--- src/rtl/swst_pkg.sv ---
package swst_pkg;

    // Field widths
    localparam int ID_W     = 48;
    localparam int HANDLE_W = 16;

    // Default window depth (ids tracked)
    localparam int WINDOW_DEF = 16;

    // Largest id; the counter saturates here
    localparam logic [ID_W-1:0] ID_MAX = {ID_W{1'b1}};

    // Request codes
    typedef enum logic [1:0] {
        REQ_RESERVE_NEXT = 2'd0,
        REQ_RESERVE_ID   = 2'd1,
        REQ_MARK         = 2'd2,
        REQ_QUERY        = 2'd3
    } req_type_t;

    // Command beat
    typedef struct packed {
        req_type_t             req_type;
        logic [ID_W-1:0]       msg_id;
        logic                  follow_mode;
        logic [HANDLE_W-1:0]   header_handle;
    } swst_cmd_t;

    // Result beat
    typedef struct packed {
        logic                  success;
        logic                  can_retry;
        logic                  evicted_valid;
        logic [HANDLE_W-1:0]   evicted_handle;
        logic [ID_W-1:0]       result_id;
        logic                  is_available;
        logic                  will_be_available;
        logic [ID_W-1:0]       window_begin;
        logic [ID_W-1:0]       window_end;
        logic [ID_W-1:0]       next_id;
        logic [HANDLE_W-1:0]   stored_handle;
    } swst_rsp_t;

endpackage

--- src/rtl/sliding_window_slot_tracker_core.sv ---
// Pipeline: an accepted command passes the input register, then the result
// register, and its result comes out with done high for one cycle.
// Throughput: one command per cycle; busy stays low, start is always taken.
// The receiver cannot stall; each result beat is shown for one cycle only.
// Reset (async, rst_n low) clears the id counter, presence bitmap, slot
// pointer and pipeline valids; the slot handle store is not cleared.
module sliding_window_slot_tracker_core #(
    parameter int WINDOW = swst_pkg::WINDOW_DEF
) (
    input  logic                clk,
    input  logic                rst_n,
    input  logic                start,
    output logic                busy,
    input  swst_pkg::swst_cmd_t cmd,
    output logic                done,
    output swst_pkg::swst_rsp_t result
);

    localparam int ID_W     = swst_pkg::ID_W;
    localparam int HANDLE_W = swst_pkg::HANDLE_W;
    localparam int SLOT_W   = $clog2(WINDOW);
    localparam int CNT_W    = $clog2(WINDOW + 1);

    // Input stage
    swst_pkg::swst_cmd_t cmd_reg;
    logic                item_valid_reg;
    logic [SLOT_W-1:0]   slot_id_reg;
    logic [SLOT_W-1:0]   slot_id;
    logic                accept;

    // Tracker state
    logic [ID_W-1:0]     cnt_reg,      cnt_next;
    logic [WINDOW-1:0]   pres_reg,     pres_next;
    logic [SLOT_W-1:0]   cnt_slot_reg, cnt_slot_next;

    // Handle store
    logic [HANDLE_W-1:0] handle_mem [WINDOW];
    logic [HANDLE_W-1:0] rd_reg;
    logic [SLOT_W-1:0]   rd_addr;
    logic                wr_en;
    logic [SLOT_W-1:0]   wr_addr;

    // Result stage
    swst_pkg::swst_rsp_t res_reg,       res_next;
    logic                sel_evict_reg, sel_evict_next;
    logic                sel_query_reg, sel_query_next;
    logic                done_reg;

    // Window decode
    logic [ID_W-1:0]     id;
    logic [ID_W-1:0]     last;
    logic [ID_W-1:0]     offset;
    logic [SLOT_W-1:0]   off_idx;
    logic [WINDOW-1:0]   set_mask;
    logic                lt, gt, eq, in_win, too_old, at_max, pbit, adv;
    logic [CNT_W-1:0]    lz, tz;
    logic [ID_W-1:0]     win_begin, win_end, newest, pick;

    assign busy   = 1'b0;
    assign accept = start && !busy;

    swst_slot_mod #(
        .WINDOW (WINDOW)
    ) u_slot_mod (
        .id   (cmd.msg_id),
        .slot (slot_id)
    );

    // Input register
    always_ff @(posedge clk or negedge rst_n)
    begin
        if (!rst_n)
            item_valid_reg <= 1'b0;
        else
            item_valid_reg <= accept;
    end

    always_ff @(posedge clk)
    begin
        if (accept)
        begin
            cmd_reg     <= cmd;
            slot_id_reg <= slot_id;
        end
    end

    // Compares against the counter
    assign id      = cmd_reg.msg_id;
    assign last    = cnt_reg;
    assign lt      = id < last;
    assign gt      = id > last;
    assign eq      = id == last;
    assign offset  = last - ID_W'(1) - id;
    assign in_win  = lt && (offset < ID_W'(WINDOW));
    assign too_old = lt && !in_win;
    assign at_max  = last == swst_pkg::ID_MAX;
    assign off_idx = offset[SLOT_W-1:0];
    assign pbit    = in_win && pres_reg[off_idx];
    assign set_mask = WINDOW'(1) << off_idx;

    // Leading and trailing zero counts of the bitmap
    always_comb
    begin
        lz = CNT_W'(WINDOW);
        for (int i = 0; i < WINDOW; i++)
        begin
            if (pres_reg[i])
                lz = CNT_W'(WINDOW - 1 - i);
        end
    end

    always_comb
    begin
        tz = CNT_W'(WINDOW);
        for (int i = WINDOW - 1; i >= 0; i--)
        begin
            if (pres_reg[i])
                tz = CNT_W'(i);
        end
    end

    // Query window bounds and next-id pick
    always_comb
    begin
        win_begin = (last < ID_W'(WINDOW)) ? '0
                                           : last - ID_W'(WINDOW) + ID_W'(lz);
        win_end   = (ID_W'(tz) > last) ? '0 : last - ID_W'(tz);
        newest    = (last == '0) ? '0 : last - ID_W'(1);
        pick      = id;
        if (!cmd_reg.follow_mode)
        begin
            if (newest >= id)
                pick = newest;
        end
        else
        begin
            if (id < win_begin)
                pick = win_begin;
        end
    end

    // Request decode and state update
    always_comb
    begin
        res_next           = '0;
        res_next.result_id = id;
        sel_evict_next     = 1'b0;
        sel_query_next     = 1'b0;
        cnt_next           = cnt_reg;
        pres_next          = pres_reg;
        cnt_slot_next      = cnt_slot_reg;
        wr_en              = 1'b0;
        wr_addr            = cnt_slot_reg;
        adv                = 1'b0;

        if (item_valid_reg)
        begin
            unique case (cmd_reg.req_type)
                swst_pkg::REQ_RESERVE_NEXT:
                begin
                    if (at_max)
                        res_next.result_id = last;
                    else
                        adv = 1'b1;
                end
                swst_pkg::REQ_RESERVE_ID:
                begin
                    if (too_old)
                        res_next.can_retry = 1'b0;
                    else if (gt)
                        res_next.can_retry = 1'b1;
                    else if (eq)
                        adv = !at_max;
                    else if (!pbit)
                    begin
                        pres_next        = pres_reg | set_mask;
                        wr_en            = 1'b1;
                        wr_addr          = slot_id_reg;
                        res_next.success = 1'b1;
                    end
                end
                swst_pkg::REQ_MARK:
                begin
                    if (in_win)
                    begin
                        pres_next        = pres_reg | set_mask;
                        res_next.success = 1'b1;
                    end
                end
                swst_pkg::REQ_QUERY:
                begin
                    sel_query_next             = 1'b1;
                    res_next.is_available      = pbit;
                    res_next.will_be_available = !lt || in_win;
                    res_next.window_begin      = win_begin;
                    res_next.window_end        = win_end;
                    res_next.next_id           = pick;
                end
            endcase

            // One-step advance: evict oldest slot, reuse it for the new id
            if (adv)
            begin
                res_next.success       = 1'b1;
                res_next.can_retry     = 1'b1;
                res_next.evicted_valid = pres_reg[WINDOW-1];
                res_next.result_id     = last;
                sel_evict_next         = pres_reg[WINDOW-1];
                wr_en                  = 1'b1;
                wr_addr                = cnt_slot_reg;
                pres_next              = {pres_reg[WINDOW-2:0], 1'b0};
                cnt_next               = last + ID_W'(1);
                cnt_slot_next          = (cnt_slot_reg == SLOT_W'(WINDOW - 1))
                                         ? '0 : cnt_slot_reg + SLOT_W'(1);
            end
        end
    end

    // Handle store: read-first, one read and at most one write per beat
    assign rd_addr = (cmd_reg.req_type == swst_pkg::REQ_QUERY) ? slot_id_reg
                                                                : cnt_slot_reg;

    always_ff @(posedge clk)
    begin
        if (item_valid_reg)
        begin
            if (wr_en)
                handle_mem[wr_addr] <= cmd_reg.header_handle;
            rd_reg <= handle_mem[rd_addr];
        end
    end

    // State and result registers
    always_ff @(posedge clk or negedge rst_n)
    begin
        if (!rst_n)
        begin
            cnt_reg      <= '0;
            pres_reg     <= '0;
            cnt_slot_reg <= '0;
            done_reg     <= 1'b0;
        end
        else
        begin
            cnt_reg      <= cnt_next;
            pres_reg     <= pres_next;
            cnt_slot_reg <= cnt_slot_next;
            done_reg     <= item_valid_reg;
        end
    end

    always_ff @(posedge clk)
    begin
        if (item_valid_reg)
        begin
            res_reg       <= res_next;
            sel_evict_reg <= sel_evict_next;
            sel_query_reg <= sel_query_next;
        end
    end

    // Result beat: handles come straight from the store read register
    always_comb
    begin
        result                = res_reg;
        result.evicted_handle = sel_evict_reg ? rd_reg : '0;
        result.stored_handle  = sel_query_reg ? rd_reg : '0;
    end

    assign done = done_reg;

    // Counter only ever steps by one
    a_cnt_step: assert property (@(posedge clk) disable iff (!rst_n)
        cnt_reg != $past(cnt_reg) |-> cnt_reg == $past(cnt_reg) + ID_W'(1))
        else $error("id counter moved by more than one");

    // Every accepted command yields a result beat through the input and result registers
    a_done_latency: assert property (@(posedge clk) disable iff (!rst_n)
        start && !busy |-> ##2 done)
        else $error("missing result beat");

    // An eviction only comes with a successful advance
    a_evict_adv: assert property (@(posedge clk) disable iff (!rst_n)
        done && result.evicted_valid |-> result.success && result.can_retry)
        else $error("eviction without advance");

endmodule

--- src/rtl/swst_slot_mod.sv ---
// Ring slot of an id: id modulo WINDOW.
// Each id nibble is weighted by 16^k mod WINDOW, reduced through a constant
// residue table, the partial residues summed, and the sum reduced once more.
module swst_slot_mod #(
    parameter int WINDOW = swst_pkg::WINDOW_DEF,
    localparam int SLOT_W = $clog2(WINDOW)
) (
    input  logic [swst_pkg::ID_W-1:0] id,
    output logic [SLOT_W-1:0]         slot
);

    localparam int NIBBLES = swst_pkg::ID_W / 4;

    logic [SLOT_W-1:0] mod_tbl [256];
    logic [3:0]        nib_wt  [NIBBLES];
    logic [SLOT_W-1:0] part    [NIBBLES];
    logic [7:0]        part_sum;

    // Residue table: v mod WINDOW for any 8-bit v
    for (genvar v = 0; v < 256; v++) begin : g_tbl
        localparam int RES = v % WINDOW;
        assign mod_tbl[v] = SLOT_W'(RES);
    end

    // Nibble weights: 16^k mod WINDOW; nibble times weight needs 8 bits
    for (genvar k = 0; k < NIBBLES; k++) begin : g_wt
        localparam longint unsigned WT = (64'd1 << (4 * k)) % WINDOW;
        assign nib_wt[k] = 4'(WT);
        assign part[k]   = mod_tbl[8'(id[4*k +: 4]) * 8'(nib_wt[k])];
    end

    // Sum of partial residues, at most NIBBLES * (WINDOW-1)
    always_comb
    begin
        part_sum = '0;
        for (int k = 0; k < NIBBLES; k++)
        begin
            part_sum = part_sum + 8'(part[k]);
        end
    end

    assign slot = mod_tbl[part_sum];

endmodule
--- config.mk ---
export PLATFORM = sky130hd
export DESIGN_NAME = sliding_window_slot_tracker_core
export DESIGN_NICKNAME = d
export VERILOG_FILES = /design/src/rtl/swst_pkg.sv /design/src/rtl/sliding_window_slot_tracker_core.sv /design/src/rtl/swst_slot_mod.sv
export SDC_FILE = /design/constraint.sdc
export NUM_CORES = 2
export LEC_CHECK = 0
export BUFFER_PORTS_ARGS = -buffer_cell sky130_fd_sc_hd__buf_2
export CAP_MARGIN = 5
export CORE_ASPECT_RATIO = 1.5
export CORE_MARGIN = 10
export CORE_UTILIZATION = 50
export CTS_CLUSTER_DIAMETER = 40
export DETAILED_ROUTE_END_ITERATION = 6
export GPL_TIMING_DRIVEN = 0
export MAX_ROUTING_LAYER = met4
export PLACE_DENSITY = 0.68
export SLEW_MARGIN = 20
export SYNTH_ARGS = -nofsm -noshare
export SYNTH_HDL_FRONTEND = slang
export SYNTH_SLANG_ARGS = --single-unit
--- constraint.sdc ---
create_clock -name clk -period 11.9 [get_ports clk]
set_input_delay 2.975 -clock clk [delete_from_list [all_inputs] [get_ports clk]]
set_output_delay 2.975 -clock clk [all_outputs]
set_load 0.02 [all_outputs]
==> impl_metrics.ini <==
[status]
status = completed

[placed_design]
dp_cells = 4791
post-place-ws_ns = 0.923
gp_congestion = 1.02
placed_area_sq_um = 40800
dp_hpwl_mm = 112
numPortBuffers = 299

[synth]
syn-cell-area_sq_um = 37500
synth_commonest_cells = 537 x edfxtp_1, 341 x ha_1, 301 x nor2_1
synth_nets = 3874
synth_fa_ha_area_frac = 0.115
synth-xor-area-share = 0.0453
synth_area_leaders = edfxtp_1 43%, ha_1 11%, dfrtp_1 4.7%
synthMuxAreaShare = 0.0465
synth-simple-area-share = 0.153
synth_compound_area_frac = 0.128
ys_warn_count = 0
synth_edf_count = 537
synth_cells = 3460
ys_seq_area_frac = 0.477
synthFlopType = edfxtp_1
yosysMostFrequentCell = edfxtp_1
synth-seq-cells = 607
synth_top_family_by_area = simple AND/OR/NAND/NOR gates
ys_types = 96
synth_top_area_frac = 0.430
async_reset_ff_frac = 0.115
syn_area_per_cell_sq_um = 10.8
post-synth-top-area-cell = edfxtp_1

[finish]
area_delta_synth_final_pct = 15.5
fin_cells = 4933
nets = 4290
finalInstanceArea_sq_um = 43300
largest_reg_flops = 256
layout-drive-gt1-share = 0.160

[timing]
whs_ns = 0.549
skew_ns = 0.0370
max_freq_mhz = 87.7
min_period_ns = 11.41
setup_tns_ns = 0
fin_ws_ns = 0.491
finalCritPeriodShare = 0.959
slew_violations = 0
setup_viol = 0
relSlewSlack = 0.181
tightestPinTransition_ns = 1.23
hold_viol_final = 0
rsz0062_at_grt = no

[routing]
first_pass_iters = 6
drt_wl_total_mm = 140
drt_first_iter_violations = 2807
route.detailed.drc = 0
wl_per_cell_um = 28.4
viasPerCell = 6.15
ant_nets = 0
vias = 30400

[clocking]
postCtsHoldBufs = 0
cts_setup_buffers = 0
cts_resized = 0
cts-root-buf = clkbuf_16
clk_path_buf_depth = 3
clock_latency_ns = 0.66
cts_made_buffers = 74
cts.sinks = 607
cts_htree_levels = 3
cts_tree = built
clk_pin_slew_worst_paths_ns = 0.06

[power_and_ir_drop]
power_density_nw_per_um2 = 220
ir_drop_uv = 179
leakagePower_nw = 17.3

[worst_setup_path]
crit_arrival_ns = 11.74
critPathRequiredTime_ns = 12.23
cp-startpoint = pres_reg[15]
path_delay_family = simple AND/OR/NAND/NOR gates
path_max_fanout = 10
start_kind = register
critPathBufInv = 5
critical-path-max-stage-delay_ns = 0.87
cpMaxStageDelayCell = xnor2_1
worst-setup-path-type = register to register
endpoint_kind = register
timing.rr.start = pres_reg[15]

[grt]
grt_pass1_vias = 30500
track_usage = 0.325
grt_max_degree = 66
grt-ovfl-total = 0
antenna_found_initial = 3
grt_pass1_wl_mm = 202

[run]
maxCapViolCount = 0

[floorplan]
die_x_um = 244
die_y_um = 355
boundaryPins = 301
die_area_sq_um = 86500
start_util = 0.506
coreArea_sq_um = 74000
rows = 122

[hold_path]
min_from = cnt_reg[47]
hold_class = register to register
==> where the power goes <==
group / switching [mW] / internal (mW) / total, mW
Clock: 0.988 / 1.31 / 2.30
Sequential: 0.134 / 2.53 / 2.66
Combinational: 3.02 / 1.53 / 4.56
==> per-stage QoR <==
step | power, mW | util
4_1_cts | 9.45 | 0.585
5_1_grt | 9.93 | 0.585
2_1_floorplan | 5.55 | -
3_3_place_gp | 7.13 | 0.543
3_5_place_dp | 7.13 | 0.550
6_report | 9.52 | 0.585
==> final timing paths <==
path                            cells past startpoint           end  slack (ns)
worst max-delay path                               33    result[16]        0.49
min in group asynchronous                           1  pres_reg[14]        2.27
worst min-delay path                                1   cnt_reg[47]        0.55
max in group asynchronous                           2   cnt_reg[43]        8.96
worst min register to register                      1   cnt_reg[47]        0.55
worst max register to register                     33    result[16]        0.49
==> placed cells by master, fill, tap and decap left out, types with 104 or more instances in the layout <==
cell type	synthesis	final
xnor2_1	181	181
edfxtp_1	537	537
inv_1	182	182
nand2_1	281	281
nor2_1	301	301
ha_1	341	341
buf_2	23	320
a21oi_1	213	212
clkbuf_1	103	104
o21ai_0	161	160
==> layout make-up <==
type | count | area (sq um)
repair buffers | 340 | 1950
clock buffers | 79 | 1930
inverters | 183 | 687
well taps | 992 | 1240
fillers | 6411 | 30700
clock inverters | 59 | 592
plain buffers | 143 | 593
flip-flops and latches | 607 | 17900
diodes | 3 | 7.51
multi-input cells | 2527 | 18400
==> cells by family after synthesis <==
| group | Yosys count |
|---|---|
| XOR/XNOR | 194 |
| other | 1 |
| flip-flops | 607 |
| adder cells (fa/ha/maj) | 344 |
| AO/OA/AOI/OAI | 738 |
| AND/OR/NAND/NOR | 1162 |
| multiplexers | 88 |
| buffers and inverters | 326 |
==> metal layers <==
metal / share of wire / GRT usage / vias to the layer above
li1: - / - / 13700
met5: 0 / - / -
met3: 0.063 / 0.0458 / 420
met1: 0.36 / 0.344 / 14800
met4: 0.073 / 0.211 / 0
met2: 0.51 / 0.564 / 1423
Note: power is estimated with default switching activity, not from simulation.
